$ cat src/sv/dkbc_pkg.sv
package dkbc_pkg;

  localparam int unsigned RUN_COUNT_WIDTH_DEF = 32;
  localparam int unsigned MAX_RESULTS = 4;
  localparam int unsigned SLOT_W = $clog2(MAX_RESULTS);
  localparam int unsigned NUM_W = $clog2(MAX_RESULTS + 1);
  localparam int unsigned QUEUE_DEPTH = 4;

  localparam logic [7:0] CH_CR  = 8'h0D;
  localparam logic [7:0] CH_LF  = 8'h0A;
  localparam logic [7:0] CH_SP  = 8'h20;
  localparam logic [7:0] CH_TAB = 8'h09;

  // All results caused by one input item. At most one of them is a run item,
  // so the run count travels beside the group and not per slot.
  typedef struct packed {
    logic [NUM_W-1:0]                  num;
    logic [MAX_RESULTS-1:0][7:0]       slot_byte;
    logic [MAX_RESULTS-1:0]            slot_blank;
    logic                              done;
  } grp_t;

endpackage

$ cat src/sv/dkbc_front.sv
module dkbc_front #(
  parameter int unsigned RUN_COUNT_WIDTH = dkbc_pkg::RUN_COUNT_WIDTH_DEF
) (
  input  logic                       clk_i,
  input  logic                       rst_ni,
  input  logic                       cfg_valid_i,
  input  logic                       cfg_data_i,
  input  logic                       in_valid_i,
  output logic                       in_stall_o,
  input  logic [7:0]                 in_byte_i,
  input  logic                       end_of_body_i,
  input  logic                       q_full_i,
  output logic                       push_o,
  output dkbc_pkg::grp_t             grp_o,
  output logic [RUN_COUNT_WIDTH-1:0] run_o
);
  import dkbc_pkg::*;

  logic                       relaxed_q;
  logic                       held_cr_q, held_cr_d;
  logic [RUN_COUNT_WIDTH-1:0] pend_q, pend_d;
  logic                       ws_q, ws_d;
  logic                       lc_q, lc_d;
  logic                       ae_q, ae_d;
  logic                       accept;
  grp_t                       grp;
  logic [RUN_COUNT_WIDTH-1:0] run;

  assign in_stall_o = q_full_i;
  assign accept     = in_valid_i && !q_full_i;

  always_ff @(posedge clk_i or negedge rst_ni) begin
    if (!rst_ni) begin
      relaxed_q <= 1'b0;
    end else if (cfg_valid_i) begin
      relaxed_q <= cfg_data_i;
    end
  end

  always_comb begin
    logic [NUM_W-1:0] n;
    logic [1:0]       do_content;
    logic [1:0][7:0]  content_byte;
    logic             is_ws;
    held_cr_d = held_cr_q;
    pend_d    = pend_q;
    ws_d      = ws_q;
    lc_d      = lc_q;
    ae_d      = ae_q;
    n         = '0;
    grp       = '0;
    run       = '0;
    is_ws     = (in_byte_i == CH_SP) || (in_byte_i == CH_TAB);
    do_content   = '0;
    content_byte = '0;
    if (end_of_body_i) begin
      if (relaxed_q) begin
        if (lc_q || !ae_q) begin
          grp.slot_byte[n[SLOT_W-1:0]] = CH_CR;
          n = n + NUM_W'(1);
          grp.slot_byte[n[SLOT_W-1:0]] = CH_LF;
          n = n + NUM_W'(1);
        end else begin
          // Nothing left to send: a zero-length run item marks the end.
          grp.slot_blank[n[SLOT_W-1:0]] = 1'b1;
          n = n + NUM_W'(1);
        end
      end else begin
        if (held_cr_q) begin
          if (pend_q != '0) begin
            grp.slot_blank[n[SLOT_W-1:0]] = 1'b1;
            run = pend_q;
            n = n + NUM_W'(1);
          end
          grp.slot_byte[n[SLOT_W-1:0]] = CH_CR;
          n = n + NUM_W'(1);
        end
        grp.slot_byte[n[SLOT_W-1:0]] = CH_CR;
        n = n + NUM_W'(1);
        grp.slot_byte[n[SLOT_W-1:0]] = CH_LF;
        n = n + NUM_W'(1);
      end
      grp.done  = 1'b1;
      held_cr_d = 1'b0;
      pend_d    = '0;
      ws_d      = 1'b0;
      lc_d      = 1'b0;
      ae_d      = 1'b0;
    end else if (relaxed_q) begin
      if (in_byte_i == CH_LF) begin
        if (lc_q) begin
          grp.slot_byte[n[SLOT_W-1:0]] = CH_CR;
          n = n + NUM_W'(1);
          grp.slot_byte[n[SLOT_W-1:0]] = CH_LF;
          n = n + NUM_W'(1);
        end else if (pend_q != '1) begin
          pend_d = pend_q + RUN_COUNT_WIDTH'(1);
        end
        held_cr_d = 1'b0;
        ws_d      = 1'b0;
        lc_d      = 1'b0;
      end else begin
        // A held CR not followed by LF is content, ahead of this byte.
        do_content[0]   = held_cr_q;
        content_byte[0] = CH_CR;
        do_content[1]   = (in_byte_i != CH_CR) && !is_ws;
        content_byte[1] = in_byte_i;
        held_cr_d       = 1'b0;
        for (int k = 0; k < 2; k++) begin
          if (do_content[k]) begin
            if (!lc_d) begin
              if (pend_d != '0) begin
                grp.slot_blank[n[SLOT_W-1:0]] = 1'b1;
                run = pend_d;
                n = n + NUM_W'(1);
              end
              pend_d = '0;
              lc_d   = 1'b1;
            end
            if (ws_d) begin
              grp.slot_byte[n[SLOT_W-1:0]] = CH_SP;
              n = n + NUM_W'(1);
              ws_d = 1'b0;
            end
            grp.slot_byte[n[SLOT_W-1:0]] = content_byte[k];
            n = n + NUM_W'(1);
            ae_d = 1'b1;
          end
        end
        if (in_byte_i == CH_CR) begin
          held_cr_d = 1'b1;
        end else if (is_ws) begin
          ws_d = 1'b1;
        end
      end
    end else begin
      if (in_byte_i == CH_LF) begin
        held_cr_d = 1'b0;
        if (pend_q != '1) begin
          pend_d = pend_q + RUN_COUNT_WIDTH'(1);
        end
      end else begin
        if (held_cr_q || (in_byte_i != CH_CR)) begin
          if (pend_q != '0) begin
            grp.slot_blank[n[SLOT_W-1:0]] = 1'b1;
            run = pend_q;
            n = n + NUM_W'(1);
          end
          pend_d = '0;
        end
        if (held_cr_q) begin
          grp.slot_byte[n[SLOT_W-1:0]] = CH_CR;
          n = n + NUM_W'(1);
        end
        held_cr_d = (in_byte_i == CH_CR);
        if (in_byte_i != CH_CR) begin
          grp.slot_byte[n[SLOT_W-1:0]] = in_byte_i;
          n = n + NUM_W'(1);
        end
      end
    end
    grp.num = n;
  end

  always_ff @(posedge clk_i or negedge rst_ni) begin
    if (!rst_ni) begin
      held_cr_q <= 1'b0;
      pend_q    <= '0;
      ws_q      <= 1'b0;
      lc_q      <= 1'b0;
      ae_q      <= 1'b0;
    end else if (accept) begin
      held_cr_q <= held_cr_d;
      pend_q    <= pend_d;
      ws_q      <= ws_d;
      lc_q      <= lc_d;
      ae_q      <= ae_d;
    end
  end

  assign push_o = accept && (grp.num != '0);
  assign grp_o  = grp;
  assign run_o  = run;

endmodule

$ cat src/sv/dkbc_queue.sv
module dkbc_queue #(
  parameter int unsigned RUN_COUNT_WIDTH = dkbc_pkg::RUN_COUNT_WIDTH_DEF
) (
  input  logic                       clk_i,
  input  logic                       rst_ni,
  input  logic                       push_i,
  input  dkbc_pkg::grp_t             push_grp_i,
  input  logic [RUN_COUNT_WIDTH-1:0] push_run_i,
  output logic                       full_o,
  input  logic                       pop_i,
  output logic                       head_valid_o,
  output dkbc_pkg::grp_t             head_grp_o,
  output logic [RUN_COUNT_WIDTH-1:0] head_run_o
);
  import dkbc_pkg::*;

  localparam int unsigned AW = (QUEUE_DEPTH > 1) ? $clog2(QUEUE_DEPTH) : 1;
  localparam int unsigned CW = $clog2(QUEUE_DEPTH + 1);

  grp_t                       grp_mem [QUEUE_DEPTH];
  logic [RUN_COUNT_WIDTH-1:0] run_mem [QUEUE_DEPTH];
  logic [AW-1:0]              wr_q, rd_q;
  logic [CW-1:0]              cnt_q;
  logic                       do_pop;

  assign full_o       = (cnt_q == CW'(QUEUE_DEPTH));
  assign head_valid_o = (cnt_q != '0);
  assign head_grp_o   = grp_mem[rd_q];
  assign head_run_o   = run_mem[rd_q];
  assign do_pop       = pop_i && head_valid_o;

  always_ff @(posedge clk_i) begin
    if (push_i) begin
      grp_mem[wr_q] <= push_grp_i;
      run_mem[wr_q] <= push_run_i;
    end
  end

  always_ff @(posedge clk_i or negedge rst_ni) begin
    if (!rst_ni) begin
      wr_q  <= '0;
      rd_q  <= '0;
      cnt_q <= '0;
    end else begin
      if (push_i) begin
        wr_q <= (wr_q == AW'(QUEUE_DEPTH - 1)) ? '0 : wr_q + AW'(1);
      end
      if (do_pop) begin
        rd_q <= (rd_q == AW'(QUEUE_DEPTH - 1)) ? '0 : rd_q + AW'(1);
      end
      if (push_i && !do_pop) begin
        cnt_q <= cnt_q + CW'(1);
      end else if (!push_i && do_pop) begin
        cnt_q <= cnt_q - CW'(1);
      end
    end
  end

endmodule

$ cat src/sv/dkbc_back.sv
module dkbc_back #(
  parameter int unsigned RUN_COUNT_WIDTH = dkbc_pkg::RUN_COUNT_WIDTH_DEF
) (
  input  logic                       clk_i,
  input  logic                       rst_ni,
  input  logic                       head_valid_i,
  input  dkbc_pkg::grp_t             head_grp_i,
  input  logic [RUN_COUNT_WIDTH-1:0] head_run_i,
  output logic                       pop_o,
  output logic                       out_valid_o,
  input  logic                       out_stall_i,
  output logic [7:0]                 out_byte_o,
  output logic                       is_blank_run_o,
  output logic [RUN_COUNT_WIDTH-1:0] run_count_o,
  output logic                       last_of_item_o,
  output logic                       body_done_o
);
  import dkbc_pkg::*;

  logic                       out_valid_q;
  logic [SLOT_W-1:0]          idx_q;
  logic [7:0]                 byte_q;
  logic                       blank_q;
  logic [RUN_COUNT_WIDTH-1:0] run_q;
  logic                       last_q;
  logic                       done_q;
  logic                       load;
  logic                       is_last;
  logic                       take;

  assign load    = !out_valid_q || !out_stall_i;
  assign take    = load && head_valid_i;
  assign is_last = ({1'b0, idx_q} == NUM_W'(head_grp_i.num - NUM_W'(1)));
  assign pop_o   = take && is_last;

  always_ff @(posedge clk_i or negedge rst_ni) begin
    if (!rst_ni) begin
      out_valid_q <= 1'b0;
      idx_q       <= '0;
    end else if (load) begin
      out_valid_q <= head_valid_i;
      if (head_valid_i) begin
        idx_q <= is_last ? '0 : idx_q + SLOT_W'(1);
      end
    end
  end

  always_ff @(posedge clk_i) begin
    if (take) begin
      blank_q <= head_grp_i.slot_blank[idx_q];
      byte_q  <= head_grp_i.slot_byte[idx_q];
      run_q   <= head_grp_i.slot_blank[idx_q] ? head_run_i : '0;
      last_q  <= is_last;
      done_q  <= is_last && head_grp_i.done;
    end
  end

  assign out_valid_o    = out_valid_q;
  assign out_byte_o     = byte_q;
  assign is_blank_run_o = blank_q;
  assign run_count_o    = run_q;
  assign last_of_item_o = last_q;
  assign body_done_o    = done_q;

endmodule

$ cat src/sv/dkim_body_canonicalizer_top.sv
// Accepted items go into the group queue; the output stage registers their results.
// Throughput: one item is accepted per cycle while the four-entry group queue has room;
// the output stage sends one result per cycle while out_stall is low, and an item
// with k results (1 to 4) is popped with its last result; the queue absorbs bursts.
// Reset (rst_ni, asynchronous, active low) empties the queue and output stage, clears
// the stream state and selects simple mode.
module dkim_body_canonicalizer_top #(
  parameter int unsigned RUN_COUNT_WIDTH = dkbc_pkg::RUN_COUNT_WIDTH_DEF
) (
  input  logic                       clk_i,
  input  logic                       rst_ni,
  input  logic                       cfg_valid,
  output logic                       cfg_ready,
  input  logic                       cfg_data_i,
  input  logic                       in_valid,
  output logic                       in_stall,
  input  logic [7:0]                 in_byte_i,
  input  logic                       end_of_body_i,
  output logic                       out_valid,
  input  logic                       out_stall,
  output logic [7:0]                 out_byte_o,
  output logic                       is_blank_run_o,
  output logic [RUN_COUNT_WIDTH-1:0] run_count_o,
  output logic                       last_of_item_o,
  output logic                       body_done_o
);
  import dkbc_pkg::*;

  logic                       push;
  grp_t                       push_grp;
  logic [RUN_COUNT_WIDTH-1:0] push_run;
  logic                       q_full;
  logic                       pop;
  logic                       head_valid;
  grp_t                       head_grp;
  logic [RUN_COUNT_WIDTH-1:0] head_run;

  assign cfg_ready = 1'b1;

  dkbc_front #(.RUN_COUNT_WIDTH(RUN_COUNT_WIDTH)) u_front (
    .clk_i         (clk_i),
    .rst_ni        (rst_ni),
    .cfg_valid_i   (cfg_valid && cfg_ready),
    .cfg_data_i    (cfg_data_i),
    .in_valid_i    (in_valid),
    .in_stall_o    (in_stall),
    .in_byte_i     (in_byte_i),
    .end_of_body_i (end_of_body_i),
    .q_full_i      (q_full),
    .push_o        (push),
    .grp_o         (push_grp),
    .run_o         (push_run)
  );

  dkbc_queue #(.RUN_COUNT_WIDTH(RUN_COUNT_WIDTH)) u_queue (
    .clk_i        (clk_i),
    .rst_ni       (rst_ni),
    .push_i       (push),
    .push_grp_i   (push_grp),
    .push_run_i   (push_run),
    .full_o       (q_full),
    .pop_i        (pop),
    .head_valid_o (head_valid),
    .head_grp_o   (head_grp),
    .head_run_o   (head_run)
  );

  dkbc_back #(.RUN_COUNT_WIDTH(RUN_COUNT_WIDTH)) u_back (
    .clk_i          (clk_i),
    .rst_ni         (rst_ni),
    .head_valid_i   (head_valid),
    .head_grp_i     (head_grp),
    .head_run_i     (head_run),
    .pop_o          (pop),
    .out_valid_o    (out_valid),
    .out_stall_i    (out_stall),
    .out_byte_o     (out_byte_o),
    .is_blank_run_o (is_blank_run_o),
    .run_count_o    (run_count_o),
    .last_of_item_o (last_of_item_o),
    .body_done_o    (body_done_o)
  );

`ifndef SYNTH
  a_no_overflow: assert property (@(posedge clk_i) disable iff (!rst_ni)
    push |-> !q_full)
    else $error("group pushed into a full queue");

  a_end_gives_result: assert property (@(posedge clk_i) disable iff (!rst_ni)
    (in_valid && !in_stall && end_of_body_i) |-> push)
    else $error("end of body produced no result group");

  a_done_is_last: assert property (@(posedge clk_i) disable iff (!rst_ni)
    (out_valid && body_done_o) |-> last_of_item_o)
    else $error("body_done on a result that is not the last of its item");

  a_byte_item_no_run: assert property (@(posedge clk_i) disable iff (!rst_ni)
    (out_valid && !is_blank_run_o) |-> (run_count_o == '0))
    else $error("byte result carries a nonzero run count");
`endif

endmodule

$ cat config.mk
export PLATFORM = sky130hd
export DESIGN_NAME = dkim_body_canonicalizer_top
export DESIGN_NICKNAME = d
export VERILOG_FILES = /design/src/sv/dkbc_pkg.sv /design/src/sv/dkbc_front.sv /design/src/sv/dkbc_queue.sv /design/src/sv/dkbc_back.sv /design/src/sv/dkim_body_canonicalizer_top.sv
export SDC_FILE = /design/constraint.sdc
export NUM_CORES = 1
export LEC_CHECK = 0
export ABC_AREA = 1
export BUFFER_PORTS_ARGS = -buffer_cell sky130_fd_sc_hd__buf_2
export CELL_PAD_IN_SITES_DETAIL_PLACEMENT = 2
export CELL_PAD_IN_SITES_GLOBAL_PLACEMENT = 2
export CORE_UTILIZATION = 44
export DETAILED_ROUTE_END_ITERATION = 8
export GPL_ROUTABILITY_DRIVEN = 0
export MAX_ROUTING_LAYER = met4
export PLACE_DENSITY = 0.83
export SLEW_MARGIN = 10
export SYNTH_ARGS = -nofsm -noshare
export SYNTH_HDL_FRONTEND = slang
export SYNTH_HIERARCHICAL = 1
export SYNTH_SLANG_ARGS = --single-unit
$ cat constraint.sdc
create_clock -name clk_i -period 14.2 [get_ports clk_i]
set_input_delay 1.42 -clock clk_i [delete_from_list [all_inputs] [get_ports clk_i]]
set_output_delay 1.42 -clock clk_i [all_outputs]
set_load 0.05 [all_outputs]
* After elaboration in Yosys (flattened, before gate mapping)
Memories as Yosys holds them, arrays and structs flattened. A register that Yosys moved wholly into a read port is not among the register bits.
Index checks and enable logic that the tools add are counted.
** Word-level totals
- Register bits after elaboration :: 58
- Bits in writable memories :: 288
- Input port bits :: 15
- Output and inout port bits :: 46
- Word-level logic and storage cells :: 311
- Memories kept :: 2
** Cells by class
- Add/sub/neg operators :: 17
- Order comparisons :: 21
- Eq/ne operators :: 12
- Multiplexer cells :: 188
- Bitwise gates (word level) :: 13
- Reduce and logical (&&, ||, !) cells :: 43
** Memories
- u_queue.grp_mem :: words 4, width 40, rd ports 1, clocked after memory_dff 0, wr ports 1, line dkbc_queue.sv:20 : grp_t grp_mem [QUEUE_DEPTH];
- u_queue.run_mem :: words 4, width 32, rd ports 1, clocked after memory_dff 1, wr ports 1, line dkbc_queue.sv:21 : logic [RUN_COUNT_WIDTH-1:0] run_mem [QUEUE_DEPTH];
** Operators by type and width (count)
- two-way mux 32 bit :: 49
- two-way mux 3 bit :: 49
- demux 8 bit (select 2 bit) :: 9
- two-way mux 8 bit :: 10
- bitwise mux 32 bit :: 2
- two-way mux 16 bit :: 4
- nonzero test 32 bit :: 2
- two-way mux 28 bit :: 2
- two-way mux 1 bit :: 48
- bitwise AND 20 bit :: 2
- NOT 20 bit :: 2
- two-way mux 36 bit :: 1
- adder 3 x 1 -> 3 bit, second input constant :: 11
- less-than comparator 2 x 3 -> 1 bit, second input constant :: 11
- adder 32 x 1 -> 32 bit, second input constant :: 1
- inequality test 32 bit, second input constant :: 1
- two-way mux 30 bit :: 1
- bitwise AND 28 bit :: 1
- NOT 28 bit :: 1
- bitwise AND 24 bit :: 1
- equality test 8 x 4 -> 1 bit, second input constant :: 3
- two-way mux 12 bit :: 2
- NOT 24 bit :: 1
- bitwise OR 12 bit :: 2
- other kinds (27) :: 78

* Longest topological paths before layout
- Word-level depth :: 42
- Gate-level depth with buffers :: 37
- Mapped depth without buffers :: 37

* By module
The synthesis kept the hierarchy.
** Modules (own cells, without submodules)
- dkbc_queue :: instances 1, cells an instance 894, area an instance 12066.6 µm², sequential area each 8823.5 µm²
- dkbc_front :: instances 1, cells an instance 841, area an instance 4778.3 µm², sequential area each 925.9 µm²
- dkbc_back :: instances 1, cells an instance 203, area an instance 2080.7 µm², sequential area each 1366.3 µm²
- dkim_body_canonicalizer_top :: instances 1, cells an instance 2, area an instance 11.3 µm², sequential area each 0.0 µm²

* Worst setup path before layout
OpenSTA, ideal clock, no wires.
- Kind :: register to register
- Start point :: register u_front.pend_q[1]
- End point :: memory u_queue/grp_mem[3][0] in the netlist's numbering (enable)
- Setup time :: 0.426 ns
- Arrival time :: 5.739 ns
- Data required time :: 13.774 ns
- Path slack :: 8.035 ns
- Stages on the path, launching flop included :: 31
- Buffers on the path :: 0
- Period minus slack after synthesis :: 6.165 ns
- Cell sequence :: dfrtp_1 -> inv_1 -> ha_1 -> nand2_1 -> nor2_1 -> nand3b_1 -> nor2_2 -> nor2_1 -> inv_1 -> ha_1 -> nand2_1 -> inv_1 -> ha_1 -> o21ai_0 -> inv_1 -> ha_1 -> inv_1 -> o21ai_0 -> inv_1 -> ha_1 -> inv_1 -> nand3_1 -> nand2_1 -> nand4_1 -> nand3_1 -> nand2_1 -> nand2_1 -> nand2_1 -> a21oi_1 -> nand2_1 -> inv_1
** Between the ends
- Longest elaborated chain between the ends :: 40
- Elaborated cells between the ends (all ways) :: 68
** RTL lines
- from (decl) :: line dkbc_front.sv:21 : logic [RUN_COUNT_WIDTH-1:0] pend_q, pend_d;
- from (signal assigned) :: line dkbc_front.sv:174 : pend_q <= pend_d;
- nonzero test 32 bit :: line dkbc_front.sv:70, dkbc_front.sv:112, dkbc_front.sv:144
- two-way mux 1 bit :: line dkbc_front.sv:70, dkbc_front.sv:112, dkbc_front.sv:144
- two-way mux 3 bit :: line dkbc_front.sv:111 : if (!lc_d) begin
- two-way mux 3 bit :: line dkbc_front.sv:110 : if (do_content[k]) begin
- two-way mux 3 bit :: line dkbc_front.sv:90 : if (in_byte_i == CH_LF) begin
- two-way mux 3 bit :: line dkbc_front.sv:89 : end else if (relaxed_q) begin
- two-way mux 3 bit :: line dkbc_front.sv:56 : if (end_of_body_i) begin
- adder 3 x 1 -> 3 bit :: line dkbc_front.sv:122 : n = n + NUM_W'(1);
- (+25 left out)
- two-way mux 3 bit :: line dkbc_front.sv:90
- two-way mux 3 bit :: line dkbc_front.sv:89
- two-way mux 3 bit * :: line dkbc_front.sv:56
- nonzero test 3 bit * :: line dkbc_front.sv:181 : assign push_o = accept && (grp.num != '0);
- logical AND 1 bit * :: line dkbc_front.sv:181
- via push :: line dkim_body_canonicalizer_top.sv:29 : logic push;
- two-way mux 1 bit * :: line dkbc_queue.sv:33 : if (push_i) begin
- two-way mux 1 bit (implied by the code) * :: line dkbc_queue.sv:34 : grp_mem[wr_q] <= push_grp_i;
- to (decl) :: line dkbc_queue.sv:20
The timed path passes the listed nets; every way through them passes the cells marked *. The select of a mux whose other input is x is not followed.

* Final worst setup path
- Start point :: register u_front.pend_q[24]
- End point :: memory u_queue/run_mem[2][19] in the netlist's numbering (enable)
** Between the ends
- Longest elaborated chain between the ends :: 40
- Elaborated cells between the ends (all ways) :: 68
** RTL lines
- nonzero test 32 bit :: line dkbc_front.sv:70, dkbc_front.sv:112, dkbc_front.sv:144
- two-way mux 1 bit :: line dkbc_front.sv:70, dkbc_front.sv:112, dkbc_front.sv:144
- two-way mux 3 bit :: line dkbc_front.sv:111
- two-way mux 3 bit :: line dkbc_front.sv:110
- two-way mux 3 bit :: line dkbc_front.sv:90
- two-way mux 3 bit :: line dkbc_front.sv:89
- two-way mux 3 bit :: line dkbc_front.sv:56
- adder 3 x 1 -> 3 bit :: line dkbc_front.sv:122
- (+25 left out)
- two-way mux 3 bit :: line dkbc_front.sv:90
- two-way mux 3 bit :: line dkbc_front.sv:89
- two-way mux 3 bit * :: line dkbc_front.sv:56
- nonzero test 3 bit * :: line dkbc_front.sv:181
- logical AND 1 bit * :: line dkbc_front.sv:181
- via push :: line dkim_body_canonicalizer_top.sv:29
- two-way mux 1 bit * :: line dkbc_queue.sv:33
- two-way mux 1 bit (implied by the code) * :: line dkbc_queue.sv:35 : run_mem[wr_q] <= push_run_i;
- to (decl) :: line dkbc_queue.sv:21
Marked as above.

==> results.json <==
{
  "cp_num_buf_inv": 9,
  "synth_top_area_share_pct": 52.5,
  "hp-class": "flip-flop to flip-flop",
  "hpwl_mm": 42.2,
  "vias": 14574,
  "ys_ff_latch": 378,
  "hold_start": "u_queue/cnt_q[2]",
  "rsz0062_at_grt": "no",
  "setup_ws_ps": 6950,
  "antenna_found_initial": 6,
  "netlist.top_cell.by_area": "edfxtp_1",
  "grt_pass1_wl_mm": 101,
  "initial_core_util_pct": 44.8,
  "drv_slew": 0,
  "crit_start": "u_front/pend_q[24]",
  "clk_latency_ps": 580,
  "drc": 0,
  "syn_nets": 1985,
  "cts_made_buffers": 43,
  "htreeDepth": 2,
  "synth_area_um2": 18900,
  "grt_max_degree": 105,
  "ctsRootBufferMaster": "clkbuf_16",
  "cp_data_arrival_time_ps": 7450,
  "max_slew_margin_pct": 21.4,
  "dr.pass1.iters": 5,
  "tightest_slew_ps": 1180,
  "ios": 61,
  "period_share_pct": 51.1,
  "synthArstFlopShare_pct": 12.4,
  "dp_slack_ps": 7130,
  "die_w_um": 209,
  "clock-sinks": 378,
  "cap_violations": 0,
  "fin_skew_ps": 20.3,
  "fin_nets": 2019,
  "wl_per_cell_um": 26.2,
  "post-cts-setup-buffer-count": 0,
  "syn_to_final_growth_pct": 10.3,
  "vdd_drop_max_mv": 0.107,
  "p_leak_nw": 8.80,
  "start_kind": "flip-flop",
  "min_period_ps": 7250,
  "antenna_left": 0,
  "synth.area.top_cells": "edfxtp_1, nand2_1, dfrtp_1",
  "netlist_instances": 1940,
  "synth.distinct_cells": 50,
  "first_global_vias": 15994,
  "regToRegStartpoint": "u_front/pend_q[24]",
  "tns_ps": 0,
  "synthFlopType": "edfxtp_1",
  "worst-setup-path-type": "flip-flop to flip-flop",
  "hold_viol_final": 0,
  "ys.warnings.count": 6,
  "rows": 75,
  "drive_gt1_share_pct": 12.2,
  "cpMostUsedCell": "inv_1",
  "cts-resized-gates": 0,
  "critPathMaxStageDelay_ps": 700,
  "port_buffers": 59,
  "final_cell_area_um2": 20900,
  "overflow": 0,
  "critical-path-top-delay-family": "simple AND/OR/NAND/NOR gates",
  "drt_iter0_drc": 997,
  "drt_wl_total_mm": 66.8,
  "grt_usage_pct": 31.8,
  "via_per_inst": 5.72,
  "final-setup-viol-count": 0,
  "die_area_um2": 43900,
  "cts_tree": "built",
  "cp.required_ps": 14400,
  "placed_area_um2": 19500,
  "hold_buffers": 0,
  "outcome": "completed",
  "clk_pin_slew_ps": 60,
  "slowest_stage": "buf_4",
  "clock.fmax_mhz": 138,
  "synth-edff-count": 331,
  "cts_buffer_depth": 3,
  "power_density_nw_per_um2": 206,
  "die-height_um": 209,
  "cp_max_fo": 42,
  "yosysSeqAreaShare_pct": 58.7,
  "syn_area_per_cell_um2": 9.76,
  "crit_path_end_kind": "flip-flop",
  "coreArea_um2": 42200
}
[placed cells by master (no fill, tap or decap), types with 4 or more instances in the layout]
cell type / n
a31oi_1: 5
dfrtp_1: 45
nand2_1: 512
nand2_2: 7
o21ai_0: 83
bufinv_16: 4
a21oi_1: 21
o211ai_1: 94
ha_1: 29
o22ai_1: 12
edfxtp_1: 331
buf_4: 14
inv_2: 15
o21ai_1: 15
a21boi_1: 4
nand4_1: 19
o211ai_2: 50
clkinv_1: 10
buf_2: 59
nor3_1: 25
xor2_1: 14
clkbuf_16: 43
nor2_1: 177
clkbuf_1: 7
nor2_2: 8
nand3_1: 56
clkinv_2: 16
inv_1: 289
[metrics by stage]
step                power (mW)  hold WS [ps]  utilization [%]  cells
detailed placement        3.14           471             46.2   2468
finish                    4.31           490             49.5   2550
CTS                       4.33           486             49.4   2547
floorplan                 2.72           442                -   1940
global route              4.48           508             49.5   2550
global placement          3.02           456             46.2   2468
[report_power, final]
| part | internal (mW) | switching (mW) | total [mW] |
|---|---|---|---|
| clock | 0.634 | 0.483 | 1.12 |
| combinational | 0.357 | 1.20 | 1.56 |
| sequential | 1.52 | 0.114 | 1.63 |
[worst register-to-register path: cells and delay by family, from the launching register on]
kind	cells	cell delay (ps)
AND/OR/NAND/NOR	14	2050
AO/OA/AOI/OAI	3	1280
flip-flops	1	430
buffers and inverters	9	1990
adder cells (fa/ha/maj)	4	1100
[logic make-up (layout without fill, tap and decap cells)]
kind of cell | count (synthesis) | in the layout | synth area share, %
AND/OR/NAND/NOR | 827 | 827 | 18.3
buffers and inverters | 396 | 464 | 9.03
flip-flops | 378 | 378 | 58.7
AO/OA/AOI/OAI | 292 | 292 | 11.2
adder cells (fa/ha/maj) | 30 | 30 | 2.02
XOR/XNOR | 16 | 16 | 0.740
other | 1 | 4 | 0.0198
[routing by layer]
layer  global-route usage (%)  routed length (µm)  up-vias
met1                     39.9               28300     7517
met2                     52.8               33000      437
met3                     5.97                3880      120
met4                     8.53                1660        0
li1                         -                   -     6500
met5                        -                   0        -
[registers in the layout, summed over array words and instances (netlist names), 2 cells and up]
register            count
u_back/idx_q            2
u_back/out_byte_o       8
u_back/run_count_o     32
u_front/pend_q         32
u_queue/cnt_q           3
u_queue/grp_mem       160
u_queue/rd_q            2
u_queue/run_mem       128
u_queue/wr_q            2
[Yosys cell counts (19+ instances only)]
cell type and instances:
nand4_1 19, a21oi_1 22, nor3_1 25, ha_1 29
dfrtp_1 47, o211ai_2 50, nand3_1 56, inv_1 293
edfxtp_1 331, nor2_1 177, o211ai_1 94, o21ai_0 83
nand2_1 512, buf_2 42
[final timing paths]
kind,slack [ps],cells past startpoint,end
setup / recovery,6950,30,u_queue/run_mem[2][19]
max in group asynchronous,12640,2,u_queue/rd_q[0]
setup reg to reg,6950,30,u_queue/run_mem[2][19]
min in group asynchronous,1000,2,u_front/pend_q[8]
hold reg to reg,490,2,u_queue/cnt_q[2]
hold / removal,490,2,u_queue/cnt_q[2]
[cell type report]
type / instances / area (µm²)
antenna: 3 / 7.51
clock buffer: 50 / 1100
clock inverter: 29 / 262
fill: 4445 / 21300
inverter: 312 / 1180
multi-input combinational: 1166 / 6130
sequential: 378 / 11100
tap: 539 / 674
timing repair buffer: 73 / 400
Note: power is estimated with default switching activity, not from simulation.
